[config.mk]
export PLATFORM = sky130hd
export DESIGN_NAME = coherent_integrate_dump_demodulator_flat
export DESIGN_NICKNAME = d
export VERILOG_FILES = /design/src/rtl/core/cidd_pkg.sv /design/src/rtl/core/cidd_if.sv /design/src/rtl/core/cidd_front.sv /design/src/rtl/core/cidd_queue.sv /design/src/rtl/core/cidd_back.sv /design/src/rtl/core/coherent_integrate_dump_demodulator.sv /design/src/flat_wrapper.sv
export SDC_FILE = /design/constraint.sdc
export NUM_CORES = 2
export LEC_CHECK = 0
export ABC_AREA = 1
export BUFFER_PORTS_ARGS = -buffer_cell sky130_fd_sc_hd__buf_4
export CORE_AREA = 3 3 468 331
export DETAILED_ROUTE_END_ITERATION = 10
export DIE_AREA = 0 0 471 334
export GPL_TIMING_DRIVEN = 0
export SLEW_MARGIN = 20
export SYNTH_ARGS = -nofsm -noshare
export SYNTH_HDL_FRONTEND = slang
export SYNTH_SLANG_ARGS = --single-unit
[constraint.sdc]
create_clock -name clk -period 8.4 [get_ports clk]
set_clock_uncertainty 0.2 [all_clocks]
set_input_delay 1.68 -clock clk [delete_from_list [all_inputs] [get_ports clk]]
set_output_delay 1.68 -clock clk [all_outputs]
set_load 0.03 [all_outputs]
[src/rtl/core/cidd_pkg.sv]
package cidd_pkg;

    // Field and register widths.
    localparam int SAMPLE_W    = 16;
    localparam int SINE_W      = 16;
    localparam int PHASE_W     = 16;
    localparam int STEP_W      = 16;
    localparam int MODE_W      = 2;
    localparam int LEN_W       = 11;
    localparam int CFG_INDEX_W = 2;
    localparam int CFG_DATA_W  = 16;
    localparam int INTEGRAL_W  = 32;
    localparam int MIX_PROD_W  = SAMPLE_W + SINE_W;
    localparam int DEC_PROD_W  = INTEGRAL_W + STEP_W + 1;

    // Slot and carrier table geometry.
    localparam int MAX_SLOT_LENGTH = 1024;
    localparam int POS_W           = $clog2(MAX_SLOT_LENGTH);
    localparam int SINE_TABLE_SIZE = 256;
    localparam int SINE_IDX_W      = $clog2(SINE_TABLE_SIZE);

    // Fixed-point constants: unity carrier in Q1.14, mixer fraction bits,
    // decision level in Q4.11 and the thresholds on the Q.27 product.
    localparam int SINE_UNITY     = 16384;
    localparam int MIX_FRAC       = 14;
    localparam int DECISION_LEVEL = 2048;
    localparam longint THR_BASE   = 64'sd67108864;
    localparam longint THR_EXTRA  = 64'sd33554432;

    // Depth of the queue between front and back.
    localparam int QUEUE_DEPTH = 4;

    typedef enum logic [MODE_W-1:0] {
        MODE_AMPLITUDE = 2'd0,
        MODE_PHASE     = 2'd1,
        MODE_BASEBAND  = 2'd2
    } mode_t;

    typedef enum logic [CFG_INDEX_W-1:0] {
        CFG_MODE         = 2'd0,
        CFG_SLOT_LENGTH  = 2'd1,
        CFG_SAMPLE_STEP  = 2'd2,
        CFG_CARRIER_STEP = 2'd3
    } cfg_index_t;

    typedef struct packed {
        logic [MODE_W-1:0]  mode;
        logic [LEN_W-1:0]   slot_length;
        logic [STEP_W-1:0]  sample_step;
        logic [PHASE_W-1:0] carrier_step;
    } cidd_cfg_t;

    // One classified sample as it travels from front to back.
    typedef struct packed {
        logic signed [SAMPLE_W-1:0] sample;
        logic signed [SINE_W-1:0]   sine;
        logic                       frame_start;
        logic                       slot_boundary;
    } cidd_item_t;

    typedef logic signed [SINE_W-1:0] sine_table_t [SINE_TABLE_SIZE];

    localparam longint Q30 = 64'sd1073741824;

    function automatic longint qmul30(longint a, longint b);
        return (a * b) / Q30;
    endfunction

    // Odd polynomial for a quarter wave, Q2.30 in, Q1.14 out.
    function automatic longint quarter_sine(longint y);
        longint y2;
        longint p;
        longint s;
        longint v;
        y2 = qmul30(y, y);
        p  = 64'sd172273;
        p  = -64'sd5026995 + qmul30(p, y2);
        p  = 64'sd85569306 + qmul30(p, y2);
        p  = -64'sd693598668 + qmul30(p, y2);
        p  = 64'sd1686629713 + qmul30(p, y2);
        s  = qmul30(p, y);
        if (s < 0)
        begin
            s = 0;
        end
        v = (s + 64'sd32768) / 64'sd65536;
        if (v > SINE_UNITY)
        begin
            v = SINE_UNITY;
        end
        return v;
    endfunction

    // Full-wave sine table, worked out at elaboration.
    function automatic sine_table_t build_sine_table();
        sine_table_t t;
        longint f;
        longint q;
        longint r;
        longint y;
        longint v;
        for (int k = 0; k < SINE_TABLE_SIZE; k++)
        begin
            f = 4 * longint'(k);
            q = f / SINE_TABLE_SIZE;
            r = f % SINE_TABLE_SIZE;
            y = (r <<< 30) / SINE_TABLE_SIZE;
            if (q[0])
            begin
                y = Q30 - y;
            end
            v = quarter_sine(y);
            t[k] = SINE_W'((q >= 2) ? -v : v);
        end
        return t;
    endfunction

    localparam sine_table_t SINE_TABLE = build_sine_table();

endpackage

[src/rtl/core/cidd_if.sv]
interface cidd_in_if import cidd_pkg::*; ();
    logic                       valid;
    logic                       ready;
    logic signed [SAMPLE_W-1:0] sample;
    logic                       frame_start;

    modport source (output valid, output sample, output frame_start, input ready);
    modport sink (input valid, input sample, input frame_start, output ready);
endinterface

interface cidd_out_if import cidd_pkg::*; ();
    logic                       valid;
    logic                       ready;
    logic signed [SAMPLE_W-1:0] out_value;
    logic                       is_decision;
    logic                       decision_bit;

    modport source (output valid, output out_value, output is_decision,
                    output decision_bit, input ready);
    modport sink (input valid, input out_value, input is_decision,
                  input decision_bit, output ready);
endinterface

[src/rtl/core/cidd_front.sv]
module cidd_front import cidd_pkg::*; (
    input  logic         clk,
    input  logic         rst_n,
    input  cidd_cfg_t    cfg,
    cidd_in_if.sink      in_ch,
    output logic         push,
    output cidd_item_t   push_item,
    input  logic         q_full
);

    logic [PHASE_W-1:0]    phase_reg;
    logic [PHASE_W-1:0]    phase_next;
    logic [POS_W-1:0]      pos_reg;
    logic [POS_W-1:0]      pos_next;
    logic [PHASE_W-1:0]    cur_phase;
    logic [POS_W-1:0]      cur_pos;
    logic [POS_W:0]        pos_inc;
    logic [LEN_W-1:0]      len;
    logic [SINE_IDX_W-1:0] sine_idx;
    logic                  mixing;

    // A beat is taken whenever the queue has room.
    assign in_ch.ready = !q_full;
    assign push        = in_ch.valid && !q_full;

    // Slot length held to its legal range.
    always_comb
    begin
        if (cfg.slot_length == '0)
        begin
            len = LEN_W'(1);
        end
        else if (cfg.slot_length > LEN_W'(MAX_SLOT_LENGTH))
        begin
            len = LEN_W'(MAX_SLOT_LENGTH);
        end
        else
        begin
            len = cfg.slot_length;
        end
    end

    // Carrier lookup and slot position for the incoming sample.
    always_comb
    begin
        cur_phase = in_ch.frame_start ? '0 : phase_reg;
        cur_pos   = in_ch.frame_start ? '0 : pos_reg;
        sine_idx  = cur_phase[PHASE_W-1 -: SINE_IDX_W];
        mixing    = (cfg.mode == MODE_AMPLITUDE) || (cfg.mode == MODE_PHASE);

        push_item.sample        = in_ch.sample;
        push_item.sine          = mixing ? SINE_TABLE[sine_idx] : SINE_W'(SINE_UNITY);
        push_item.frame_start   = in_ch.frame_start;
        push_item.slot_boundary = !in_ch.frame_start && (cur_pos == '0);

        pos_inc    = {1'b0, cur_pos} + (POS_W + 1)'(1);
        pos_next   = (pos_inc >= len) ? '0 : pos_inc[POS_W-1:0];
        phase_next = cur_phase + cfg.carrier_step;
    end

    // Phase accumulator and slot counter advance once per accepted beat.
    always_ff @(posedge clk or negedge rst_n)
    begin
        if (!rst_n)
        begin
            phase_reg <= '0;
            pos_reg   <= '0;
        end
        else if (push)
        begin
            phase_reg <= phase_next;
            pos_reg   <= pos_next;
        end
    end

endmodule

[src/rtl/core/cidd_queue.sv]
module cidd_queue import cidd_pkg::*; (
    input  logic       clk,
    input  logic       rst_n,
    input  logic       push,
    input  cidd_item_t push_item,
    output logic       full,
    input  logic       pop,
    output cidd_item_t pop_item,
    output logic       not_empty
);

    localparam int PTR_W = $clog2(QUEUE_DEPTH);
    localparam int CNT_W = $clog2(QUEUE_DEPTH + 1);

    cidd_item_t       mem [QUEUE_DEPTH];
    logic [PTR_W-1:0] wr_ptr_reg;
    logic [PTR_W-1:0] rd_ptr_reg;
    logic [CNT_W-1:0] count_reg;
    logic [PTR_W-1:0] wr_ptr_next;
    logic [PTR_W-1:0] rd_ptr_next;
    logic [CNT_W-1:0] count_next;

    assign full      = (count_reg == CNT_W'(QUEUE_DEPTH));
    assign not_empty = (count_reg != '0);
    assign pop_item  = mem[rd_ptr_reg];

    // Pointer and fill count bookkeeping.
    always_comb
    begin
        wr_ptr_next = wr_ptr_reg;
        rd_ptr_next = rd_ptr_reg;
        count_next  = count_reg;
        if (push)
        begin
            wr_ptr_next = (wr_ptr_reg == PTR_W'(QUEUE_DEPTH - 1)) ? '0
                                                                  : wr_ptr_reg + PTR_W'(1);
        end
        if (pop)
        begin
            rd_ptr_next = (rd_ptr_reg == PTR_W'(QUEUE_DEPTH - 1)) ? '0
                                                                  : rd_ptr_reg + PTR_W'(1);
        end
        if (push && !pop)
        begin
            count_next = count_reg + CNT_W'(1);
        end
        else if (!push && pop)
        begin
            count_next = count_reg - CNT_W'(1);
        end
    end

    always_ff @(posedge clk or negedge rst_n)
    begin
        if (!rst_n)
        begin
            wr_ptr_reg <= '0;
            rd_ptr_reg <= '0;
            count_reg  <= '0;
        end
        else
        begin
            wr_ptr_reg <= wr_ptr_next;
            rd_ptr_reg <= rd_ptr_next;
            count_reg  <= count_next;
        end
    end

    // Storage for queued beats.
    always_ff @(posedge clk)
    begin
        if (push)
        begin
            mem[wr_ptr_reg] <= push_item;
        end
    end

endmodule

[src/rtl/core/cidd_back.sv]
module cidd_back import cidd_pkg::*; (
    input  logic        clk,
    input  logic        rst_n,
    input  cidd_cfg_t   cfg,
    input  logic        q_not_empty,
    input  cidd_item_t  pop_item,
    output logic        pop,
    cidd_out_if.source  out_ch
);

    // Pipeline control.
    logic advance;
    logic s1_valid_reg;
    logic s2_valid_reg;
    logic s3_valid_reg;
    logic out_valid_reg;

    // Mixer stage.
    logic signed [MIX_PROD_W-1:0]   s1_prod_reg;
    logic                           s1_start_reg;
    logic                           s1_bound_reg;

    // Integration stage.
    logic signed [MIX_PROD_W:0]     rnd;
    logic signed [MIX_PROD_W-MIX_FRAC:0] shifted;
    logic signed [SAMPLE_W-1:0]     mixed;
    logic signed [INTEGRAL_W+1:0]   wide_sum;
    logic signed [INTEGRAL_W-1:0]   sum_sat;
    logic signed [INTEGRAL_W-1:0]   integral_reg;
    logic signed [INTEGRAL_W-1:0]   integral_next;
    logic signed [SAMPLE_W-1:0]     prev_reg;
    logic signed [SAMPLE_W-1:0]     s2_mixed_reg;
    logic signed [INTEGRAL_W-1:0]   s2_sum_reg;
    logic                           s2_start_reg;
    logic                           s2_bound_reg;

    // Decision product stage.
    logic signed [DEC_PROD_W-1:0]   s3_prod_reg;
    logic signed [SAMPLE_W-1:0]     s3_mixed_reg;
    logic                           s3_start_reg;
    logic                           s3_bound_reg;

    // Decision and output stage.
    logic signed [DEC_PROD_W-1:0]   threshold;
    logic                           held_reg;
    logic                           held_next;
    logic                           ready_reg;
    logic                           ready_next;
    logic signed [SAMPLE_W-1:0]     out_value_reg;
    logic signed [SAMPLE_W-1:0]     out_value_next;
    logic                           is_decision_reg;
    logic                           decision_bit_reg;

    // The whole pipeline moves whenever the output register can move.
    assign advance = !out_valid_reg || out_ch.ready;
    assign pop     = advance && q_not_empty;

    assign out_ch.valid        = out_valid_reg;
    assign out_ch.out_value    = out_value_reg;
    assign out_ch.is_decision  = is_decision_reg;
    assign out_ch.decision_bit = decision_bit_reg;

    // Round the mixer product back to Q4.11, then add the pair into the slot.
    always_comb
    begin
        rnd     = (MIX_PROD_W + 1)'(s1_prod_reg) + (MIX_PROD_W + 1)'(1 <<< (MIX_FRAC - 1));
        shifted = (MIX_PROD_W - MIX_FRAC + 1)'(rnd >>> MIX_FRAC);
        if (shifted > (MIX_PROD_W - MIX_FRAC + 1)'(32767))
        begin
            mixed = 16'sh7FFF;
        end
        else if (shifted < -(MIX_PROD_W - MIX_FRAC + 1)'(32768))
        begin
            mixed = 16'sh8000;
        end
        else
        begin
            mixed = shifted[SAMPLE_W-1:0];
        end

        wide_sum = (INTEGRAL_W + 2)'(integral_reg) + (INTEGRAL_W + 2)'(prev_reg)
                 + (INTEGRAL_W + 2)'(mixed);
        if (wide_sum > (INTEGRAL_W + 2)'(34'sh0_7FFF_FFFF))
        begin
            sum_sat = 32'sh7FFF_FFFF;
        end
        else if (wide_sum < (INTEGRAL_W + 2)'(-34'sh0_8000_0000))
        begin
            sum_sat = 32'sh8000_0000;
        end
        else
        begin
            sum_sat = wide_sum[INTEGRAL_W-1:0];
        end

        if (s1_start_reg || s1_bound_reg)
        begin
            integral_next = '0;
        end
        else
        begin
            integral_next = sum_sat;
        end
    end

    // Decision on the dumped slot and choice of the value to show.
    always_comb
    begin
        threshold = DEC_PROD_W'(THR_BASE);
        if (cfg.mode == MODE_AMPLITUDE)
        begin
            threshold = DEC_PROD_W'(THR_BASE + THR_EXTRA);
        end
        held_next  = held_reg;
        ready_next = ready_reg;
        if (s3_start_reg)
        begin
            held_next  = 1'b0;
            ready_next = 1'b0;
        end
        else if (s3_bound_reg)
        begin
            held_next  = (s3_prod_reg >= threshold);
            ready_next = 1'b1;
        end
        if (ready_next)
        begin
            out_value_next = held_next ? SAMPLE_W'(DECISION_LEVEL)
                                       : -SAMPLE_W'(DECISION_LEVEL);
        end
        else
        begin
            out_value_next = s3_mixed_reg;
        end
    end

    // Stage valid flags and the state carried from sample to sample.
    always_ff @(posedge clk or negedge rst_n)
    begin
        if (!rst_n)
        begin
            s1_valid_reg  <= 1'b0;
            s2_valid_reg  <= 1'b0;
            s3_valid_reg  <= 1'b0;
            out_valid_reg <= 1'b0;
            integral_reg  <= '0;
            prev_reg      <= '0;
            held_reg      <= 1'b0;
            ready_reg     <= 1'b0;
        end
        else if (advance)
        begin
            s1_valid_reg  <= q_not_empty;
            s2_valid_reg  <= s1_valid_reg;
            s3_valid_reg  <= s2_valid_reg;
            out_valid_reg <= s3_valid_reg;
            if (s1_valid_reg)
            begin
                integral_reg <= integral_next;
                prev_reg     <= mixed;
            end
            if (s3_valid_reg)
            begin
                held_reg  <= held_next;
                ready_reg <= ready_next;
            end
        end
    end

    // Payload registers of each stage.
    always_ff @(posedge clk)
    begin
        if (advance)
        begin
            s1_prod_reg      <= MIX_PROD_W'(pop_item.sample * pop_item.sine);
            s1_start_reg     <= pop_item.frame_start;
            s1_bound_reg     <= pop_item.slot_boundary;
            s2_mixed_reg     <= mixed;
            s2_sum_reg       <= sum_sat;
            s2_start_reg     <= s1_start_reg;
            s2_bound_reg     <= s1_bound_reg;
            s3_prod_reg      <= DEC_PROD_W'(s2_sum_reg * $signed({1'b0, cfg.sample_step}));
            s3_mixed_reg     <= s2_mixed_reg;
            s3_start_reg     <= s2_start_reg;
            s3_bound_reg     <= s2_bound_reg;
            out_value_reg    <= out_value_next;
            is_decision_reg  <= ready_next;
            decision_bit_reg <= ready_next && held_next;
        end
    end

endmodule

[src/rtl/core/coherent_integrate_dump_demodulator.sv]
// An accepted input beat passes the queue, mixer product, integration,
// decision product and output registers before its result is valid.
// Throughput: one beat per cycle while the output is taken; the queue lets
// the input keep going for up to 4 beats while the output stalls.
// Reset: configuration returns to its defaults and carrier phase, slot state,
// integral and held decision clear at once; no clearing pass is needed.
module coherent_integrate_dump_demodulator import cidd_pkg::*; (
    input  logic                   clk,
    input  logic                   rst_n,
    cidd_in_if.sink                in_ch,
    cidd_out_if.source             out_ch,
    input  logic                   cfg_we,
    input  logic [CFG_INDEX_W-1:0] cfg_index,
    input  logic [CFG_DATA_W-1:0]  cfg_data
);

    cidd_cfg_t  cfg_reg;
    cidd_item_t push_item;
    cidd_item_t pop_item;
    logic       q_push;
    logic       q_pop;
    logic       q_full;
    logic       q_not_empty;

    // Configuration registers.
    always_ff @(posedge clk or negedge rst_n)
    begin
        if (!rst_n)
        begin
            cfg_reg.mode         <= MODE_AMPLITUDE;
            cfg_reg.slot_length  <= LEN_W'(10);
            cfg_reg.sample_step  <= STEP_W'(655);
            cfg_reg.carrier_step <= PHASE_W'(1311);
        end
        else if (cfg_we)
        begin
            case (cfg_index)
                CFG_MODE:         cfg_reg.mode         <= cfg_data[MODE_W-1:0];
                CFG_SLOT_LENGTH:  cfg_reg.slot_length  <= cfg_data[LEN_W-1:0];
                CFG_SAMPLE_STEP:  cfg_reg.sample_step  <= cfg_data[STEP_W-1:0];
                CFG_CARRIER_STEP: cfg_reg.carrier_step <= cfg_data[PHASE_W-1:0];
                default:          cfg_reg              <= cfg_reg;
            endcase
        end
    end

    // Front: takes beats, looks up the carrier and marks slot boundaries.
    cidd_front u_front (
        .clk       (clk),
        .rst_n     (rst_n),
        .cfg       (cfg_reg),
        .in_ch     (in_ch),
        .push      (q_push),
        .push_item (push_item),
        .q_full    (q_full)
    );

    // Queue between front and back.
    cidd_queue u_queue (
        .clk       (clk),
        .rst_n     (rst_n),
        .push      (q_push),
        .push_item (push_item),
        .full      (q_full),
        .pop       (q_pop),
        .pop_item  (pop_item),
        .not_empty (q_not_empty)
    );

    // Back: mixes, integrates, decides and presents results.
    cidd_back u_back (
        .clk         (clk),
        .rst_n       (rst_n),
        .cfg         (cfg_reg),
        .q_not_empty (q_not_empty),
        .pop_item    (pop_item),
        .pop         (q_pop),
        .out_ch      (out_ch)
    );

    // A decision always carries the matching level.
    assert property (@(posedge clk) disable iff (!rst_n)
        out_ch.valid && out_ch.is_decision |->
            (out_ch.out_value == 16'sd2048 && out_ch.decision_bit) ||
            (out_ch.out_value == -16'sd2048 && !out_ch.decision_bit))
        else $error("decision level does not match decision bit");

    // A raw mixed sample never carries a decision bit.
    assert property (@(posedge clk) disable iff (!rst_n)
        out_ch.valid && !out_ch.is_decision |-> !out_ch.decision_bit)
        else $error("decision bit set on a non-decision beat");

    // The input is only held off while the queue holds beats.
    assert property (@(posedge clk) disable iff (!rst_n)
        !in_ch.ready |-> q_not_empty)
        else $error("input stalled with an empty queue");

    // The back never pops an empty queue.
    assert property (@(posedge clk) disable iff (!rst_n)
        q_pop |-> q_not_empty)
        else $error("pop from an empty queue");

endmodule
[src/flat_wrapper.sv]
// flat-port wrapper written by rule: the top's interface ports become plain ports
module coherent_integrate_dump_demodulator_flat import cidd_pkg::*;
  (clk, rst_n, cfg_we, cfg_index, cfg_data, in_ch_valid, in_ch_sample, in_ch_frame_start, in_ch_ready, out_ch_valid, out_ch_out_value, out_ch_is_decision, out_ch_decision_bit, out_ch_ready);
  cidd_in_if in_ch_i ();
  cidd_out_if out_ch_i ();
  input  logic clk;
  input  logic rst_n;
  input  logic cfg_we;
  input  logic [CFG_INDEX_W-1:0] cfg_index;
  input  logic [CFG_DATA_W-1:0] cfg_data;
  input wire logic [$bits(in_ch_i.valid)-1:0] in_ch_valid;
  input wire logic [$bits(in_ch_i.sample)-1:0] in_ch_sample;
  input wire logic [$bits(in_ch_i.frame_start)-1:0] in_ch_frame_start;
  output wire logic [$bits(in_ch_i.ready)-1:0] in_ch_ready;
  output wire logic [$bits(out_ch_i.valid)-1:0] out_ch_valid;
  output wire logic [$bits(out_ch_i.out_value)-1:0] out_ch_out_value;
  output wire logic [$bits(out_ch_i.is_decision)-1:0] out_ch_is_decision;
  output wire logic [$bits(out_ch_i.decision_bit)-1:0] out_ch_decision_bit;
  input wire logic [$bits(out_ch_i.ready)-1:0] out_ch_ready;
  assign in_ch_i.valid = in_ch_valid;
  assign in_ch_i.sample = in_ch_sample;
  assign in_ch_i.frame_start = in_ch_frame_start;
  assign in_ch_ready = in_ch_i.ready;
  assign out_ch_valid = out_ch_i.valid;
  assign out_ch_out_value = out_ch_i.out_value;
  assign out_ch_is_decision = out_ch_i.is_decision;
  assign out_ch_decision_bit = out_ch_i.decision_bit;
  assign out_ch_i.ready = out_ch_ready;
  coherent_integrate_dump_demodulator u_core (.clk(clk), .rst_n(rst_n), .in_ch(in_ch_i), .out_ch(out_ch_i), .cfg_we(cfg_we), .cfg_index(cfg_index), .cfg_data(cfg_data));
endmodule
==> flow_metrics.tcl <==
set metrics [dict create \
    relSlewSlack_pct 21.0 \
    port_buffers 59 \
    wl_per_cell_um 21.9 \
    first_iter_violations 4759 \
    initial_core_util_pct 35.1 \
    whs_path_depth 0 \
    nNetsFinal 7653 \
    hold_path.class "register to register" \
    ant_nets 0 \
    synth_nets 7538 \
    tritoncts "yes" \
    met2_length_mm 70.0 \
    wl_met1_mm 90.4 \
    crit_required_ps 8600 \
    period_needed_ps 8030 \
    synth_edf_count 292 \
    async_reset_ff_share_pct 31.1 \
    clk-insertion-delay-late_ps 660 \
    grt_pass1_wl_mm 282 \
    post-dp-hpwl_mm 154 \
    cts_buffer_depth 3 \
    status "finished, final reports clean" \
    root_buffer "clkbuf_16" \
    reg2reg_from "u_core.u_queue.rd_ptr_reg[1]" \
    critPathBufInv 7 \
    viasPerCell 5.11 \
    hold_viol 0 \
    antenna_found_initial 6 \
    maxCapViolCount 0 \
    globalRouteOverflowTotal 0 \
    wl_met3_mm 24.0 \
    cp-end-kind "register" \
    first_pass_iters 6 \
    critPathMaxStageDelay_ps 910 \
    dieArea_sq_mm 0.157 \
    crit_top_cell "fa_1" \
    numCtsBuffers 46 \
    r2r_setup_slack_ps 370 \
    ctsHoldBuffers 0 \
    grt_pass1_vias 43236 \
    largest_reg_flops 136 \
    min_from "u_core.u_back.s2_mixed_reg[4]" \
    chipWidth_um 471 \
    grt_use_total_pct 23.8 \
    gp_routability_congestion 1.04 \
    totalWireLength_mm 188 \
    syn2layout_area_growth_pct 9.19 \
    fmax_mhz 125 \
    worstPathCellList "buf_2 -> inv_2 -> clkbuf_1 -> a21oi_1 -> a32oi_2 -> inv_1 -> nor2_1 -> fa_1 -> fa_1 -> inv_1 -> fa_1 -> fa_1 -> fa_1 -> fa_1 -> inv_1 -> ha_1 -> nand2_1 -> nor2_1 -> inv_1 -> nor2_1 -> and3_1 -> nand2_1 -> nand3_1 -> nand2_1" \
    ys_ff_latch 424 \
    nFillCells 15464 \
    design.core.area_sq_mm 0.150 \
    whs_endpoint "u_core.u_back.s3_mixed_reg[4]" \
    path_max_fanout 10 \
    row_count 119 \
    cts_max_level 2 \
    ys.flop_type "edfxtp_1" \
    path_delay_family "adder cells" \
    period_share_pct 95.5 \
    grt_max_degree 92 \
    vias 43883 \
    ys_warn_count 0 \
    syn_avg_cell_area_sq_um 8.20 \
    drc_errors 0 \
    cts_num_sinks 424 \
    finalSetupViolCount 0 \
    worstPathArrival_ps 8230 \
    worst_slew_pin_slew_ps 1180 \
    clk_pin_slew_ps 60 \
    reg2reg_to "u_core.u_back.s1_prod_reg[31]" \
    ys_seq_area_share_pct 22.9 \
    die_h_um 334 \
    synth.distinct_cells 61 \
    io_pins 60 \
    worstSetupStartpointType "register" \
    syn-cell-area_sq_mm 0.0527 \
    rsz0062_at_grt "no" \
    setup_tns_ps 0 \
    r2r.worst_path.cells 24 \
    drive_above_1_share_pct 5.47 \
    routed.top_layer "met5" \
    slowest_stage "fa_1" \
    syn_inst 6434 \
    crit_type "register to register" \
    maxSlewViolCount 0 \
]
==> worst max-delay path by stage <==
stage / start / end / depth (start not counted)
after floorplan: u_core.u_queue.rd_ptr_reg[0] / u_core.u_back.s1_prod_reg[27] / 27
after global placement: u_core.u_queue.rd_ptr_reg[1] / u_core.u_back.s1_prod_reg[24] / 27
after detailed placement: u_core.u_queue.rd_ptr_reg[1] / u_core.u_back.s1_prod_reg[24] / 27
after CTS: u_core.u_queue.rd_ptr_reg[1] / u_core.u_back.s1_prod_reg[24] / 27
after global routing: u_core.u_queue.rd_ptr_reg[1] / u_core.u_back.s1_prod_reg[31] / 24
final: u_core.u_queue.rd_ptr_reg[1] / u_core.u_back.s1_prod_reg[31] / 24
==> metal layers <==
metal	track usage [%]	up-vias
met5	0	-
met4	5.03	4
met3	7.53	205
met2	30.9	2186
met1	37.7	21696
li1	-	19792
==> repair_timing <==
action	in CTS	in global routing
setup endpoints to repair	0	10
gates resized for setup	0	6
buffers inserted	0	0
hold endpoints to repair	0	0
==> layout make-up <==
| cell class | count | area (sq um) | area share [%] |
|---|---|---|---|
| Sequential cell | 424 | 12100 | 21.0 |
| Buffer | 262 | 1150 | 1.99 |
| Timing Repair Buffer | 67 | 641 | 1.11 |
| Inverter | 1413 | 5320 | 9.23 |
| Tap cell | 1996 | 2500 | 4.34 |
| Clock buffer | 64 | 1300 | 2.26 |
| Multi-Input combinational cell | 4335 | 34300 | 59.6 |
| Clock inverter | 22 | 292 | 0.506 |
| Antenna cell | 5 | 12.5 | 0.0217 |
==> Yosys cell counts (7+ instances only) <==
master,number,area share (%)
nand2_1,1693,12
inv_1,1396,9.9
fa_1,785,30
nor2_1,384,2.7
edfxtp_1,292,17
ha_1,279,6.6
a21oi_1,231,2.2
nand3_1,221,2.1
o21ai_0,207,2.0
clkbuf_1,186,1.3
dfrtp_1,117,5.6
xor2_1,79,1.3
nand2_2,74,0.88
buf_2,48,0.46
nor3_1,40,0.38
xnor2_1,39,0.65
a31oi_1,35,0.42
o21ai_1,35,0.33
o211ai_1,30,0.43
nand4_1,23,0.27
nor4_1,23,0.27
a32oi_1,22,0.37
dfstp_2,15,0.75
o21bai_1,14,0.20
inv_2,13,0.093
a21o_1,12,0.17
buf_1,10,0.071
buf_4,10,0.14
o22ai_1,9,0.11
a211oi_1,8,0.11
nand3b_1,8,0.11
nor2_2,8,0.095
o21a_1,8,0.11
o31ai_1,8,0.11
or2_2,7,0.083
==> worst reg2reg max path, stage by stage (launching register included) <==
cell	delay, ps
dfrtp_1	370
buf_2	200
inv_2	150
clkbuf_1	490
a21oi_1	120
a32oi_2	750
inv_1	390
nor2_1	210
fa_1	530
fa_1	910
inv_1	110
fa_1	470
fa_1	560
fa_1	430
fa_1	490
inv_1	40
ha_1	380
nand2_1	140
nor2_1	120
inv_1	70
nor2_1	270
and3_1	210
nand2_1	60
nand3_1	80
nand2_1	60
==> logic make-up (layout without fill, tap and decap cells) <==
logic type | count (synthesis) | after routing | share of synthesized area (%)
simple gates | 2503 | 2503 | 19.3
buf+inv | 1675 | 1828 | 12.2
fa+ha+maj | 1064 | 1064 | 36.4
compound gates | 649 | 649 | 7.10
flops | 424 | 424 | 22.9
xor+xnor | 118 | 118 | 1.96
mux | 1 | 1 | 0.0190
other cells | 0 | 5 | 0
==> cell usage in the layout, fill, tap and decap left out, types with 17 or more instances in the layout <==
cell type	n
nand2_1	1693
inv_1	1395
fa_1	785
nor2_1	380
edfxtp_1	292
ha_1	279
a21oi_1	229
nand3_1	221
o21ai_0	207
clkbuf_1	197
dfrtp_1	117
xor2_1	79
nand2_2	74
buf_4	68
buf_2	49
clkbuf_16	47
nor3_1	40
xnor2_1	39
o21ai_1	35
a31oi_1	35
o211ai_1	30
nand4_1	23
nor4_1	22
a32oi_1	17
==> stage by stage <==
step | worst slack (ps) | hold slack, ps | area [sq um] | std cells | util, %
floorplan | 1820 | 200 | 52700 | 6434 | -
global placement | 276 | 201 | 55700 | 8489 | 37.0
detailed placement | 304 | 205 | 55900 | 8497 | 37.2
CTS | 327 | 218 | 57500 | 8583 | 38.3
global route | 32.0 | 221 | 57600 | 8584 | 38.3
finish | 375 | 216 | 57600 | 8588 | 38.3
Power is left out: the tool's default activity adds up to more than one toggle a clock period on the data nets, which glitch-free logic cannot reach.
